--- config.mk ---
export PLATFORM = sky130hd
export DESIGN_NAME = decoder_feed_channel_arbiter
export DESIGN_NICKNAME = d
export VERILOG_FILES = /design/src/hdl/dfca_pkg.sv /design/src/hdl/dfca_ram.sv /design/src/hdl/decoder_feed_channel_arbiter.sv
export SDC_FILE = /design/constraint.sdc
export NUM_CORES = 1
export LEC_CHECK = 0
export BUFFER_PORTS_ARGS = -buffer_cell sky130_fd_sc_hd__buf_2
export CAP_MARGIN = 0
export CORE_ASPECT_RATIO = 0.9
export CORE_UTILIZATION = 45
export CTS_CLUSTER_SIZE = 16
export DETAILED_ROUTE_END_ITERATION = 10
export GPL_ROUTABILITY_DRIVEN = 0
export MAX_ROUTING_LAYER = met4
export PLACE_DENSITY = 0.63
export SLEW_MARGIN = 20
export SYNTH_ARGS = -nofsm -noshare
export SYNTH_HDL_FRONTEND = slang
export SYNTH_HIERARCHICAL = 1
export SYNTH_SLANG_ARGS = --single-unit
export TNS_END_PERCENT = 5
--- constraint.sdc ---
create_clock -name clock -period 14.2 [get_ports clock]
set_input_delay 1.42 -clock clock [delete_from_list [all_inputs] [get_ports clock]]
set_output_delay 1.42 -clock clock [all_outputs]
set_load 0.01 [all_outputs]
--- src/hdl/dfca_pkg.sv ---
// Shared types, constants and codes for the decoder feed channel arbiter.
`default_nettype none

package dfca_pkg;

   localparam int CHANNELS = 3;
   localparam int CH_IDX_W = (CHANNELS > 1) ? $clog2(CHANNELS) : 1;

   localparam logic [30:0] ELAPSE_LIMIT   = 31'h7F00_0000;
   localparam logic [30:0] MAX_BUSY_RESET = 31'd90000;

   localparam int REQ_DATA_W = 56;
   localparam int RSP_DATA_W = 40;

   localparam int          CSR_ADDR_W   = 3;
   localparam logic [2:0]  CSR_MAX_BUSY = 3'd0;

   typedef enum logic [1:0] {
      CMD_REPORT = 2'd0,
      CMD_CHECK  = 2'd1,
      CMD_SENT   = 2'd2,
      CMD_OPEN   = 2'd3
   } command_type;

   // Per-channel record held in the state RAM.
   typedef struct packed {
      logic        mark_valid;
      logic [30:0] mark_time;
      logic [31:0] busy_total;
      logic        sent_pending;
      logic [7:0]  units;
      logic [5:0]  free_cnt;
      logic        ready;
   } rec_type;

   localparam rec_type REC_RESET = '{
      mark_valid:   1'b0,
      mark_time:    31'd0,
      busy_total:   32'd0,
      sent_pending: 1'b0,
      units:        8'd0,
      free_cnt:     6'd0,
      ready:        1'b1
   };

   // Round candidate.
   typedef struct packed {
      logic                valid;
      logic [CH_IDX_W-1:0] ch;
      logic [5:0]          free_cnt;
      logic [5:0]          active_cnt;
      logic                ready;
   } best_type;

   localparam best_type BEST_RESET = '0;

endpackage

`default_nettype wire

--- src/hdl/dfca_ram.sv ---
// Generic single-write, single-read RAM with registered read data.
`default_nettype none

module dfca_ram #(
   parameter int  WIDTH  = 8,
   parameter int  DEPTH  = 4,
   localparam int ADDR_W = (DEPTH > 1) ? $clog2(DEPTH) : 1
) (
   input  wire logic                 clock,
   input  wire logic                 wr_en,
   input  wire logic [ADDR_W-1:0]    wr_addr,
   input  wire logic [WIDTH-1:0]     wr_data,
   input  wire logic                 rd_en,
   input  wire logic [ADDR_W-1:0]    rd_addr,
   output logic      [WIDTH-1:0]     rd_data
);

   logic [WIDTH-1:0] mem_ff [DEPTH];
   logic [WIDTH-1:0] rd_data_ff;

   // Read returns the contents before a write in the same cycle.
   always_ff @(posedge clock) begin
      if (wr_en) begin
         mem_ff[wr_addr] <= wr_data;
      end
      if (rd_en) begin
         rd_data_ff <= mem_ff[rd_addr];
      end
   end

   assign rd_data = rd_data_ff;

endmodule

`default_nettype wire

--- src/hdl/decoder_feed_channel_arbiter.sv ---
// Top level of the decoder feed channel arbiter: round selection and busy-time tracking.
//
//  channel   dir  handshake               payload
//  req_      in   tvalid/tready           tuser command, tdata status, tlast last_in_round
//  rsp_      out  tvalid/tready           tdata grant and busy time, tlast round_done
//  csr_      in   APB psel/penable        max_busy_time at byte address 0
//
// One word per cycle unless the result stage stalls; a word passes the stage 1 and result
// registers. The figure is set by the single read port of the channel record RAM: the
// record is read at accept, modified and written back as the word leaves stage 1, and a
// word that follows at once on the same channel takes the written record from a forwarding
// register. Reset is synchronous; per-entry valid bits make unwritten records read as their
// reset value, so there is no clearing pass. A stalled result stage holds the pipeline.
`default_nettype none

module decoder_feed_channel_arbiter (
   input  wire logic                             clock,
   input  wire logic                             reset,
   // Input words.
   input  wire logic                             req_tvalid,
   output logic                                  req_tready,
   // tdata from bit 0 up: channel[1:0], pending_units[9:2], active_slots[15:10],
   // free_slots[21:16], ready_req[22], now[53:23], zero fill[55:54]
   input  wire logic [dfca_pkg::REQ_DATA_W-1:0]  req_tdata,
   // tuser: command[1:0]
   input  wire logic [1:0]                       req_tuser,
   input  wire logic                             req_tlast,
   // Result words.
   output logic                                  rsp_tvalid,
   input  wire logic                             rsp_tready,
   // tdata from bit 0 up: grant_valid[0], grant_channel[2:1], reset_request[3],
   // busy_time[35:4], zero fill[39:36]
   output logic      [dfca_pkg::RSP_DATA_W-1:0]  rsp_tdata,
   output logic                                  rsp_tlast,
   // Configuration.
   input  wire logic                             csr_psel,
   input  wire logic                             csr_penable,
   input  wire logic                             csr_pwrite,
   input  wire logic [dfca_pkg::CSR_ADDR_W-1:0]  csr_paddr,
   input  wire logic [31:0]                      csr_pwdata,
   output logic      [31:0]                      csr_prdata,
   output logic                                  csr_pready
);

   localparam int IW = dfca_pkg::CH_IDX_W;

   // ------------------------------------------------------------------
   // Configuration register
   // ------------------------------------------------------------------
   logic [30:0] max_busy_ff;
   logic [30:0] max_busy_in;
   logic        csr_wr;

   assign csr_pready = 1'b1;
   assign csr_wr     = csr_psel && csr_penable && csr_pwrite && csr_pready;

   always_comb begin
      max_busy_in = max_busy_ff;
      if (csr_wr && csr_paddr == dfca_pkg::CSR_MAX_BUSY) begin
         max_busy_in = csr_pwdata[30:0];
      end
   end

   always_comb begin
      csr_prdata = 32'd0;
      if (csr_paddr == dfca_pkg::CSR_MAX_BUSY) begin
         csr_prdata = {1'b0, max_busy_ff};
      end
   end

   always_ff @(posedge clock) begin
      if (reset) begin
         max_busy_ff <= dfca_pkg::MAX_BUSY_RESET;
      end else begin
         max_busy_ff <= max_busy_in;
      end
   end

   // ------------------------------------------------------------------
   // Handshake and pipeline control
   // ------------------------------------------------------------------
   logic s1_vld_ff, s1_vld_in;
   logic rsp_vld_ff, rsp_vld_in;
   logic s1_adv;
   logic accept;

   // Advance stage 1 whenever the result register is free or being drained.
   assign s1_adv     = s1_vld_ff && (!rsp_vld_ff || rsp_tready);
   assign req_tready = !s1_vld_ff || s1_adv;
   assign accept     = req_tvalid && req_tready;

   always_comb begin
      s1_vld_in = s1_vld_ff;
      if (accept) begin
         s1_vld_in = 1'b1;
      end else if (s1_adv) begin
         s1_vld_in = 1'b0;
      end
      rsp_vld_in = rsp_vld_ff;
      if (s1_adv) begin
         rsp_vld_in = 1'b1;
      end else if (rsp_tready) begin
         rsp_vld_in = 1'b0;
      end
   end

   // ------------------------------------------------------------------
   // Stage 1 word registers
   // ------------------------------------------------------------------
   dfca_pkg::command_type s1_cmd_ff;
   logic [IW-1:0]         s1_addr_ff;
   logic                  s1_inrange_ff;
   logic [7:0]            s1_units_ff;
   logic [5:0]            s1_act_ff;
   logic [5:0]            s1_free_ff;
   logic                  s1_rdy_ff;
   logic [30:0]           s1_now_ff;
   logic                  s1_last_ff;

   logic [1:0]            req_chan;
   logic [IW-1:0]         req_addr;

   assign req_chan = req_tdata[1:0];
   assign req_addr = IW'(req_chan);

   always_ff @(posedge clock) begin
      if (accept) begin
         s1_cmd_ff     <= dfca_pkg::command_type'(req_tuser);
         s1_addr_ff    <= req_addr;
         s1_inrange_ff <= 32'(req_chan) < dfca_pkg::CHANNELS;
         s1_units_ff   <= req_tdata[9:2];
         s1_act_ff     <= req_tdata[15:10];
         s1_free_ff    <= req_tdata[21:16];
         s1_rdy_ff     <= req_tdata[22];
         s1_now_ff     <= req_tdata[53:23];
         s1_last_ff    <= req_tlast;
      end
   end

   // ------------------------------------------------------------------
   // Channel record RAM, entry valid bits and write-back forwarding
   // ------------------------------------------------------------------
   dfca_pkg::rec_type       ram_rd;
   dfca_pkg::rec_type       rec_cur;
   dfca_pkg::rec_type       rec_nxt;
   dfca_pkg::rec_type       fwd_rec_ff;
   logic [IW-1:0]           fwd_addr_ff;
   logic                    fwd_vld_ff, fwd_vld_in;
   logic [dfca_pkg::CHANNELS-1:0] ent_vld_ff, ent_vld_in;
   logic                    ram_we;

   assign ram_we = s1_adv && s1_inrange_ff;

   dfca_ram #(
      .WIDTH ($bits(dfca_pkg::rec_type)),
      .DEPTH (dfca_pkg::CHANNELS)
   ) u_rec_ram (
      .clock   (clock),
      .wr_en   (ram_we),
      .wr_addr (s1_addr_ff),
      .wr_data (rec_nxt),
      .rd_en   (accept),
      .rd_addr (req_addr),
      .rd_data (ram_rd)
   );

   // A write at the edge that also read the RAM missed that read: forward it.
   always_comb begin
      fwd_vld_in = fwd_vld_ff;
      if (accept) begin
         fwd_vld_in = ram_we;
      end
      ent_vld_in = ent_vld_ff;
      if (ram_we) begin
         ent_vld_in[s1_addr_ff] = 1'b1;
      end
   end

   always_ff @(posedge clock) begin
      if (accept) begin
         fwd_rec_ff  <= rec_nxt;
         fwd_addr_ff <= s1_addr_ff;
      end
   end

   always_comb begin
      if (fwd_vld_ff && fwd_addr_ff == s1_addr_ff) begin
         rec_cur = fwd_rec_ff;
      end else if (ent_vld_ff[s1_addr_ff]) begin
         rec_cur = ram_rd;
      end else begin
         rec_cur = dfca_pkg::REC_RESET;
      end
   end

   // ------------------------------------------------------------------
   // Record update and round selection
   // ------------------------------------------------------------------
   dfca_pkg::best_type best_ff, best_in;
   logic               qual;
   logic [30:0]        elapse;
   logic               grant_vld;
   logic [1:0]         grant_ch;
   logic               done;
   logic               rst_req;
   logic [31:0]        busy_out;

   assign qual   = (s1_units_ff != 8'd0) && (s1_free_ff != 6'd0);
   assign elapse = s1_now_ff - rec_cur.mark_time;

   always_comb begin
      rec_nxt   = rec_cur;
      best_in   = best_ff;
      grant_vld = 1'b0;
      grant_ch  = 2'd0;
      done      = 1'b0;
      rst_req   = 1'b0;
      unique case (s1_cmd_ff)
         dfca_pkg::CMD_REPORT: begin
            if (s1_inrange_ff) begin
               rec_nxt.units    = s1_units_ff;
               rec_nxt.free_cnt = s1_free_ff;
               rec_nxt.ready    = s1_rdy_ff;
               if (qual) begin
                  if (s1_free_ff > best_ff.free_cnt) begin
                     best_in = '{valid: 1'b1, ch: s1_addr_ff, free_cnt: s1_free_ff,
                                 active_cnt: s1_act_ff, ready: s1_rdy_ff};
                  end else if (s1_free_ff == best_ff.free_cnt && s1_rdy_ff &&
                               (!best_ff.ready || s1_act_ff > best_ff.active_cnt)) begin
                     best_in = '{valid: 1'b1, ch: s1_addr_ff, free_cnt: best_ff.free_cnt,
                                 active_cnt: s1_act_ff, ready: 1'b1};
                  end
               end
               // Close the open busy interval; drop implausible jumps.
               if (rec_cur.mark_valid && elapse <= dfca_pkg::ELAPSE_LIMIT) begin
                  rec_nxt.busy_total = rec_cur.busy_total + {1'b0, elapse};
               end
               rec_nxt.mark_valid = qual && !s1_rdy_ff;
               rec_nxt.mark_time  = (qual && !s1_rdy_ff) ? s1_now_ff : 31'd0;
               if (s1_units_ff != 8'd0) begin
                  rec_nxt.sent_pending = 1'b1;
               end
            end
            if (s1_last_ff) begin
               done = 1'b1;
               if (best_in.valid && best_in.ready) begin
                  grant_vld = 1'b1;
                  grant_ch  = 2'(best_in.ch);
               end
               best_in = dfca_pkg::BEST_RESET;
            end
         end
         dfca_pkg::CMD_CHECK: begin
            if (s1_inrange_ff && rec_cur.sent_pending &&
                rec_cur.busy_total <= {1'b0, dfca_pkg::ELAPSE_LIMIT} &&
                rec_cur.busy_total > {1'b0, max_busy_ff} &&
                rec_cur.units != 8'd0 && rec_cur.free_cnt != 6'd0 && !rec_cur.ready) begin
               rst_req              = 1'b1;
               rec_nxt.sent_pending = 1'b0;
               rec_nxt.busy_total   = 32'd0;
               rec_nxt.mark_valid   = 1'b0;
               rec_nxt.mark_time    = 31'd0;
            end
         end
         dfca_pkg::CMD_SENT: begin
            rec_nxt.sent_pending = 1'b1;
            rec_nxt.busy_total   = 32'd0;
            rec_nxt.mark_valid   = 1'b0;
            rec_nxt.mark_time    = 31'd0;
            if (rec_cur.units != 8'd0) begin
               rec_nxt.units = rec_cur.units - 8'd1;
            end
         end
         dfca_pkg::CMD_OPEN: begin
            rec_nxt = dfca_pkg::REC_RESET;
         end
         default: begin
            rec_nxt = rec_cur;
         end
      endcase
      busy_out = s1_inrange_ff ? rec_nxt.busy_total : 32'd0;
   end

   // ------------------------------------------------------------------
   // Result register
   // ------------------------------------------------------------------
   localparam int RSP_FILL_W = dfca_pkg::RSP_DATA_W - 36;
   logic [RSP_FILL_W-1:0] unused_fill;
   logic [35:0] rsp_word_ff;
   logic        rsp_last_ff;

   assign unused_fill = '0;

   always_ff @(posedge clock) begin
      if (s1_adv) begin
         rsp_word_ff <= {busy_out, rst_req, grant_ch, grant_vld};
         rsp_last_ff <= done;
      end
   end

   assign rsp_tvalid = rsp_vld_ff;
   assign rsp_tdata  = {unused_fill, rsp_word_ff};
   assign rsp_tlast  = rsp_last_ff;

   // ------------------------------------------------------------------
   // Control state
   // ------------------------------------------------------------------
   always_ff @(posedge clock) begin
      if (reset) begin
         s1_vld_ff  <= 1'b0;
         rsp_vld_ff <= 1'b0;
         fwd_vld_ff <= 1'b0;
         ent_vld_ff <= '0;
         best_ff    <= dfca_pkg::BEST_RESET;
      end else begin
         s1_vld_ff  <= s1_vld_in;
         rsp_vld_ff <= rsp_vld_in;
         fwd_vld_ff <= fwd_vld_in;
         ent_vld_ff <= ent_vld_in;
         if (s1_adv) begin
            best_ff <= best_in;
         end
      end
   end

endmodule

`default_nettype wire

Word level (Yosys, flattened, before mapping). Memory sizes are Yosys's and may differ from the RTL's. A register that Yosys moved wholly into a read port is not among the register bits. Index checks and enable logic that the tools add are counted.

Word-level logic and storage cells: 126. Bits in writable memories: 240. Memories: 1. Register bits after elaboration: 230.

Memories: u_rec_ram.mem_ff (words 3, width 80, read ports 1, clocked after memory_dff 1, wr ports 1, RTL line dfca_ram.sv:18) `logic [WIDTH-1:0] mem_ff [DEPTH];`.

Muxes and demuxes: 31. Bitwise operators: 1. $lt $le $gt $ge: 8. Reduce and logical (&&, ||, !) cells: 41. Add/subtract/negate cells: 3. Equal/unequal tests: 9.

Operators by type and width (number): one-hot mux 65 bit (4 select lines) (1); 2-to-1 mux 80 bit (3); 2-to-1 mux 16 bit (6); 2-to-1 mux 65 bit (1); 2-to-1 mux 31 bit (2); adder 32 x 31 -> 32 bit (1); > comparator 32 x 31 -> 1 bit (1); less-or-equal comparator 32 x 31 -> 1 bit, second input constant (1); 2-to-1 mux 32 bit (1); less-or-equal comparator 31 bit, second input constant (1); subtractor 31 bit (1); one-hot mux 8 bit (3 select lines) (1); logical AND 1 bit (20); nonzero test 8 bit (2); one-hot mux 7 bit (2 select lines) (1); > comparator 6 bit (2); 2-to-1 mux 1 bit (12); nonzero test 6 bit (2); AND reduction 5 bit (2); inequality test 3 bit, second input constant (3); 2-to-1 mux 8 bit (1); subtractor 8 x 1 -> 8 bit, second input constant (1); == test 6 bit (1); zero test 1 bit (5); other kinds (16) (21).

Depth between registers and ports, before layout. Gate-level depths: netlist of the first run.

Depth in word-level cells: 12. Depth in mapped cells: 33.

Cells and area by module. Netlist of the first run, hierarchy kept.

Modules (own cells, without submodules): decoder_feed_channel_arbiter (cells an instance 1646, instances 1, area an instance 15497.4 µm²); dfca_ram (cells an instance 589, instances 1, area an instance 11355.9 µm²).

Worst setup path before layout of the first run. Ideal clock, no wire load.

Path kind: input to register. From: input port rsp_tready. To: memory u_rec_ram/mem_ff[0][0] in the netlist's numbering (enable). Cell stages on the path: 5. Required time: 13.567 ns. Setup time: 0.633 ns. Arrival: 8.667 ns. Setup slack: 4.900 ns. Cell sequence: nand2b_1 > and2_1 > nand2_1 > inv_1 > nor3b_1.

Cells in the longest elaborated chain, start to end: 5.

RTL lines: from (decl) (RTL line decoder_feed_channel_arbiter.sv:30) `input wire logic rsp_tready,`; logical OR 1 bit (RTL line decoder_feed_channel_arbiter.sv:88) `assign s1_adv = s1_vld_ff && (!rsp_vld_ff || rsp_tready);`; logical AND 1 bit (RTL line decoder_feed_channel_arbiter.sv:88); logical AND 1 bit (RTL line decoder_feed_channel_arbiter.sv:152) `assign ram_we = s1_adv && s1_inrange_ff;`; net ram_we (RTL line decoder_feed_channel_arbiter.sv:150) `logic ram_we;`; 2-to-1 mux 1 bit (RTL line dfca_ram.sv:23) `if (wr_en) begin`; 2-to-1 mux 1 bit (implied by the code) (RTL line dfca_ram.sv:24) `mem_ff[wr_addr] <= wr_data;`; to (decl) (RTL line dfca_ram.sv:18).

The timed path passes the listed nets, and every way through them passes these cells.

==> results of run 1 <==
-- state kept, by name, summed over array words and instances, names as in the netlist, 8 cells and up --
name / flops
max_busy_ff: 31
rsp_word_ff: 36
fwd_rec_ff: 80
s1_units_ff: 8
u_rec_ram/rd_data: 80
s1_now_ff: 31
u_rec_ram/mem_ff: 240
best_ff: 16
-- critical path: stages (launching register included) --
cell      delay (ns)
edfxtp_1        0.79
xnor2_1         0.13
buf_4           0.22
and3_2          0.52
nor2_4          0.73
buf_4           0.59
a22oi_1         0.18
ha_1            0.42
a21o_1          0.21
a21o_1          0.20
a221oi_2        0.36
nand4_1         0.12
or3_1           0.36
and4_1          0.17
a311o_1         0.32
a21boi_0        0.14
and4_1          0.26
a21oi_4         0.14
buf_4           0.53
nand2b_1        0.80
o21ai_0         0.37
-- final cells by class --
cell class                 instances  area [µm²]  area share
inverter                         101         387      0.0128
timing repair buffer             187         991      0.0329
sequential                       550       16000       0.530
multi-input combinational       1476        9920       0.329
antenna                            1        2.50   0.0000830
tap                              774         968      0.0321
clock inverter                    34         412      0.0137
clock buffer                      68        1480      0.0490
-- through the flow --
| step | setup WS, ns | cells | hold slack [ns] | util | power, mW |
|---|---|---|---|---|---|
| floorplan | 4.90 | 2239 | 0.432 | - | 2.10 |
| global placement | 6.40 | 3087 | 0.439 | 0.482 | 2.19 |
| detailed placement | 6.30 | 3088 | 0.446 | 0.482 | 2.20 |
| CTS | 6.27 | 3190 | 0.455 | 0.514 | 3.71 |
| global route | 5.74 | 3190 | 0.484 | 0.514 | 3.81 |
| finish | 6.23 | 3191 | 0.455 | 0.514 | 3.69 |
-- cell families after synthesis --
| group | after synthesis | synth area share |
|---|---|---|
| XOR/XNOR | 77 | 0.0260 |
| buffers and inverters | 213 | 0.0371 |
| AND/OR/NAND/NOR | 585 | 0.104 |
| flip-flops | 550 | 0.595 |
| multiplexers | 87 | 0.0325 |
| other | 2 | 0.000280 |
| adder cells (fa/ha/maj) | 110 | 0.0507 |
| AO/OA/AOI/OAI | 611 | 0.154 |
-- layout by cell type (no fill, tap or decap), types with 12 or more instances in the layout --
| cell | synthesis | final |
|---|---|---|
| o31ai_1 | 15 | 15 |
| a22o_1 | 57 | 57 |
| buf_2 | 22 | 165 |
| o21ai_0 | 102 | 102 |
| o21ai_1 | 84 | 84 |
| a22oi_1 | 55 | 55 |
| edfxtp_1 | 497 | 497 |
| xor2_1 | 18 | 18 |
| nor2_1 | 97 | 96 |
| o21a_1 | 19 | 19 |
| a21o_1 | 39 | 39 |
| inv_1 | 101 | 100 |
| mux2i_1 | 86 | 86 |
| nand2b_1 | 14 | 14 |
| ha_1 | 100 | 100 |
| nand4_1 | 29 | 29 |
| nand2_1 | 260 | 260 |
| nor2b_1 | 12 | 12 |
| nor3_1 | 31 | 30 |
| a31oi_1 | 13 | 13 |
| a211o_1 | 14 | 14 |
| xnor2_1 | 56 | 56 |
| and2_1 | 41 | 40 |
| dfxtp_1 | 53 | 53 |
| buf_4 | 12 | 22 |
| a21oi_1 | 102 | 102 |
| nand3_1 | 30 | 30 |
| nor4_1 | 14 | 14 |
| clkbuf_16 | 0 | 56 |
-- per-layer routing --
| layer | vias to the layer above | track usage | wire length (µm) |
|---|---|---|---|
| met5 | - | - | 0 |
| met4 | 0 | 0.0796 | 1990 |
| met3 | 112 | 0.0288 | 4120 |
| met2 | 613 | 0.363 | 31600 |
| met1 | 9077 | 0.308 | 30000 |
| li1 | 8676 | - | - |
-- report_power, final --
group	switching (mW)	internal (mW)
Clock	0.627	0.888
Sequential	0.0313	1.82
Combinational	0.213	0.109
-- path summary, 6_finish.rpt --
path                                    start                       to  slack (ns)  cells past startpoint
worst max-delay path            s1_addr_ff[1]  u_rec_ram/mem_ff[2][38]        6.23                     20
worst min-delay path               best_ff[4]               best_ff[4]        0.46                      2
worst max register to register  s1_addr_ff[1]  u_rec_ram/mem_ff[2][38]        6.23                     20
worst min register to register     best_ff[4]               best_ff[4]        0.46                      2
==> flow_summary_export.csv, run 1 <==
group,metric,value,unit
outcome,status,"finished, final reports clean",
sta,finClkSkew,0.0402,ns
power_and_ir_drop,ir_drop,0.0000952,V
sta,fin_crit_sh,0.561,
yosys,yosysWarnings,6,
setup_path,startpoint_type,"register",
power_and_ir_drop,p_per_area,122,nW/µm²
routing,drt-pass1-iter-count,6,
sta,setup_viol,0,
grt,grt_pass1_vias,17906,
grt,grt_max_degree,99,
grt,grt_antenna_before_repair,0,
yosys,synth_most_common_cell,"edfxtp_1",
setup_path,cp.arrival,8.26,ns
yosys,async_reset_ff_frac,0,
grt,globalRouteOverflowTotal,0,
clock_tree,numCtsBuffers,56,
hold_path,hold_path.class,"register to register",
placement,dpl_cell_area,28300,µm²
sta,timing.fmax,125,MHz
yosys,netlist.area_leader.share,0.556,
placement,hpwl,45900,µm
flow_run,drv_cap,0,
clock_tree,clockBufferDepth,3,
yosys,synth_area_leaders,"edfxtp_1 (56%), ha_1 (4.7%), dfxtp_1 (4.0%), nand2_1 (3.6%), mux2i_1 (3.2%)",
floorplan,row_count,84,
clock_tree,clk_pin_slew,0.06,ns
routing,routedWlPerCell,21.2,µm
grt,grt_first_pass_wirelength,103000,µm
floorplan,io-pin-count,177,
routing,drc,0,
yosys,yosysTopAreaCell,"edfxtp_1",
floorplan,core,58600,µm²
setup_path,worstPathRequired,14.49,ns
setup_path,crit_type,"register to register",
grt,gr-usage-all-layers,0.230,
yosys,netlist_instances,2235,
sta,tns,0,ns
layout,drive_gt1_frac,0.130,
sta,tightestPinTransition,1.14,ns
layout,nets,2574,
yosys,ys_seq_area_frac,0.595,
yosys,syn_avg_cell_area,12.0,µm²
clock_tree,htree_levels,2,
clock_tree,clk_latency,0.64,ns
routing,num_vias,18478,
yosys,synth_ff_type,"edfxtp_1",
sta,period_minus_slack,7.97,ns
floorplan,initial_core_util,0.458,
routing,ant_nets,0,
sta,slew_viol_final,0,
sta,grt_setup_unrepaired,"false",
clock_tree,clock_sinks,550,
sta,slew-limit-headroom,0.237,
placement,port_buffers,167,
clock_tree,ctsHoldBuffers,0,
setup_path,worstSetupEndpointType,"register",
yosys,synthTopCellsByCount,"edfxtp_1 (497), nand2_1 (260), a21oi_1 (102), o21ai_0 (102), inv_1 (101)",
floorplan,fp.dieH,234,µm
layout,finalInstanceArea,30100,µm²
routing,drt-total-wl,67700,µm
layout,area_delta_synth_final,12.3,%
clock_tree,cts_root_buf,"clkbuf_16",
routing,viasPerCell,5.79,
yosys,synth_cell_types,93,
floorplan,die_w,259,µm
yosys,synth-edff-count,497,
power_and_ir_drop,total_leakage_power,11.3,nW
yosys,ys_ff_latch,550,
setup_path,crit_fanout,55,
layout,nFillCells,5093,
clock_tree,ctsResizeCount,0,
sta,finalHoldViolations,0,
routing,initialDrtViolationCount,1874,
yosys,syn_area,26900,µm²
clock_tree,cts_tree,"built",
clock_tree,post_cts_buffers,0,
floorplan,die-area,60700,µm²
Note: power is estimated with default switching activity, not from simulation.
==> run 2: changes to the inputs <==
==> constraint.sdc (replaced) <==
create_clock -name clock -period 7.6 [get_ports clock]
set_input_delay 0.76 -clock clock [delete_from_list [all_inputs] [get_ports clock]]
set_output_delay 0.76 -clock clock [all_outputs]
set_load 0.01 [all_outputs]
==> run 2 against run 1 <==
Compared with the run above:
- die area did not move
- combinational power rose by 89%
- core utilization barely moved
- count of clock-buffer cells in the layout rose by 12
- cell count rose by 0.28%
- sequential power rose by 86%
- worst setup slack got worse by 5.7 ns
- routed wire length fell by 0.13%
- fmax rose by 13%
- worst hold slack got worse by 0.14 ns
- critical path depth rose by 7
- clock skew fell by 0.019 ns
- critical endpoint is now u_rec_ram/mem_ff[1][44]
- largest power group unchanged
==> flow_summary_export.csv, run 2 (same netlist as run 1, synthesis figures left out) <==
group,metric,value,unit
routing,viasPerCell,5.78,
power_and_ir_drop,ir_drop,0.000156,V
routing,drt-pass1-iter-count,6,
routing,ant_nets,0,
layout,finalInstanceArea,30100,µm²
floorplan,initial_core_util,0.458,
setup_path,startpoint_type,"register",
hold_path,hold_path.class,"primary input to register",
routing,routedWlPerCell,21.1,µm
flow_run,drv_cap,0,
layout,area_delta_synth_final,12.2,%
routing,drc,0,
sta,finalHoldViolations,0,
layout,final_cell_mix,"edfxtp_1 (497), nand2_1 (260), buf_2 (164)",
floorplan,fp.dieH,234,µm
sta,fin_crit_sh,0.924,
clock_tree,clock_sinks,550,
layout,fin_cells,3200,
sta,tightestPinTransition,1.11,ns
setup_path,worst_path_max_delay_cell,"a2bb2oi_2",
grt,globalRouteOverflowTotal,0,
sta,whs,0.313,ns
floorplan,io-pin-count,177,
layout,num_antenna_cells,0,
setup_path,critPathLaunch,"s1_addr_ff[0]",
setup_path,worstPathRequired,7.95,ns
clock_tree,ctsHoldBuffers,0,
layout,nets,2585,
grt,grt_max_degree,93,
sta,finClkSkew,0.0210,ns
placement,dp_cells,3098,
setup_path,cp.arrival,7.37,ns
routing,drt-total-wl,67600,µm
clock_tree,clk_pin_slew,0.07,ns
layout,top_register,"u_rec_ram/mem_ff",
clock_tree,cts_tree,"built",
floorplan,core,58600,µm²
setup_path,worstSetupEndpointType,"register",
sta,setup_viol,0,
placement,hpwl,46600,µm
outcome,status,"finished, final reports clean",
power_and_ir_drop,power,6.74,mW
grt,grt_antenna_before_repair,1,
clock_tree,htree_levels,2,
grt,grt_first_pass_wirelength,103000,µm
clock_tree,clockBufferDepth,3,
setup_path,crit_type,"register to register",
grt,gr-usage-all-layers,0.229,
sta,tns,0,ns
floorplan,die-area,60700,µm²
setup_path,path_delay_family,"compound AO/OA/AOI/OAI gates",
clock_tree,numCtsBuffers,56,
grt,grt_pass1_vias,18005,
sta,slew_viol_final,0,
layout,final_common_cell,"edfxtp_1",
placement,dpl_cell_area,28300,µm²
setup_path,slowest_delay,0.71,ns
sta,grt_setup_unrepaired,"false",
routing,num_vias,18484,
clock_tree,post_cts_buffers,0,
placement,port_buffers,167,
floorplan,row_count,84,
sta,period_minus_slack,7.02,ns
setup_path,crit_fanout,13,
clock_tree,ctsResizeCount,0,
layout,largest_reg_flops,240,
hold_path,min-delay-start,"req_tdata[9]",
routing,initialDrtViolationCount,1606,
power_and_ir_drop,p_per_area,224,nW/µm²
floorplan,die_w,259,µm
sta,slew-limit-headroom,0.262,
clock_tree,cts_root_buf,"clkbuf_16",
setup_path,r2r_start,"s1_addr_ff[0]",
power_and_ir_drop,total_leakage_power,11.3,nW
clock_tree,clk_latency,0.62,ns
setup_path,cp_num_buf_inv,2,
layout,drive_gt1_frac,0.133,
sta,timing.fmax,142,MHz
==> run 2: cell count changes in the layout (fill, tap and decap cells not counted), moves of 3 or more <==
cell and change:
clkbuf_1 +5, clkinv_1 -3, buf_4 +10, clkbuf_16 +3, bufinv_16 -6
==> run 2: final timing paths <==
kind                                  end  slack (ns)  depth (start not counted)
setup / recovery  u_rec_ram/mem_ff[1][44]        0.58                         27
setup reg to reg  u_rec_ram/mem_ff[1][44]        0.58                         27
hold / removal             s1_units_ff[7]        0.31                          1
hold reg to reg                best_ff[6]        0.45                          2
==> run 2: worst register-to-register path: cells and delay by family, from the launching register on <==
kind,cells,cell delay (ns)
and+or+nand+nor,5,0.86
DFF,1,0.54
AOI/OAI and AO/OA,14,3.37
buffers and inverters,2,0.15
xor gates and xnor gates,2,0.61
adders and majority gates,3,0.81
muxes,1,0.42
==> run 2: through the flow <==
step                      utilization  setup WS (ns)
after floorplan                     -          0.722
after global placement          0.483          0.946
after detailed placement        0.483          0.741
after CTS                       0.514          0.712
after global routing            0.514         0.0887
final                           0.514          0.578
==> run 2: where the power goes <==
| group | leakage, nW | internal (mW) | total, mW | switching (mW) |
|---|---|---|---|---|
| Combinational | 5.27 | 0.208 | 0.609 | 0.401 |
| Clock | 0.870 | 1.54 | 2.68 | 1.14 |
| Sequential | 5.21 | 3.40 | 3.45 | 0.0556 |
| Total | 11.3 | 5.14 | 6.74 | 1.60 |
==> run 2: final cells by class <==
cell class / instances / area (µm²)
Multi-Input combinational cell: 1476 / 9920
Inverter: 101 / 387
Timing Repair Buffer: 198 / 1090
Clock inverter: 21 / 179
Tap cell: 774 / 968
Fill cell: 5111 / 28500
Sequential cell: 550 / 16000
Clock buffer: 80 / 1610
==> run 2: per-layer routing <==
metal,track usage,routed length (µm),vias up
met5,-,0,-
met4,0.0770,2070,0
met3,0.0284,4070,122
met2,0.365,31700,647
met1,0.303,29700,9006
li1,-,-,8709
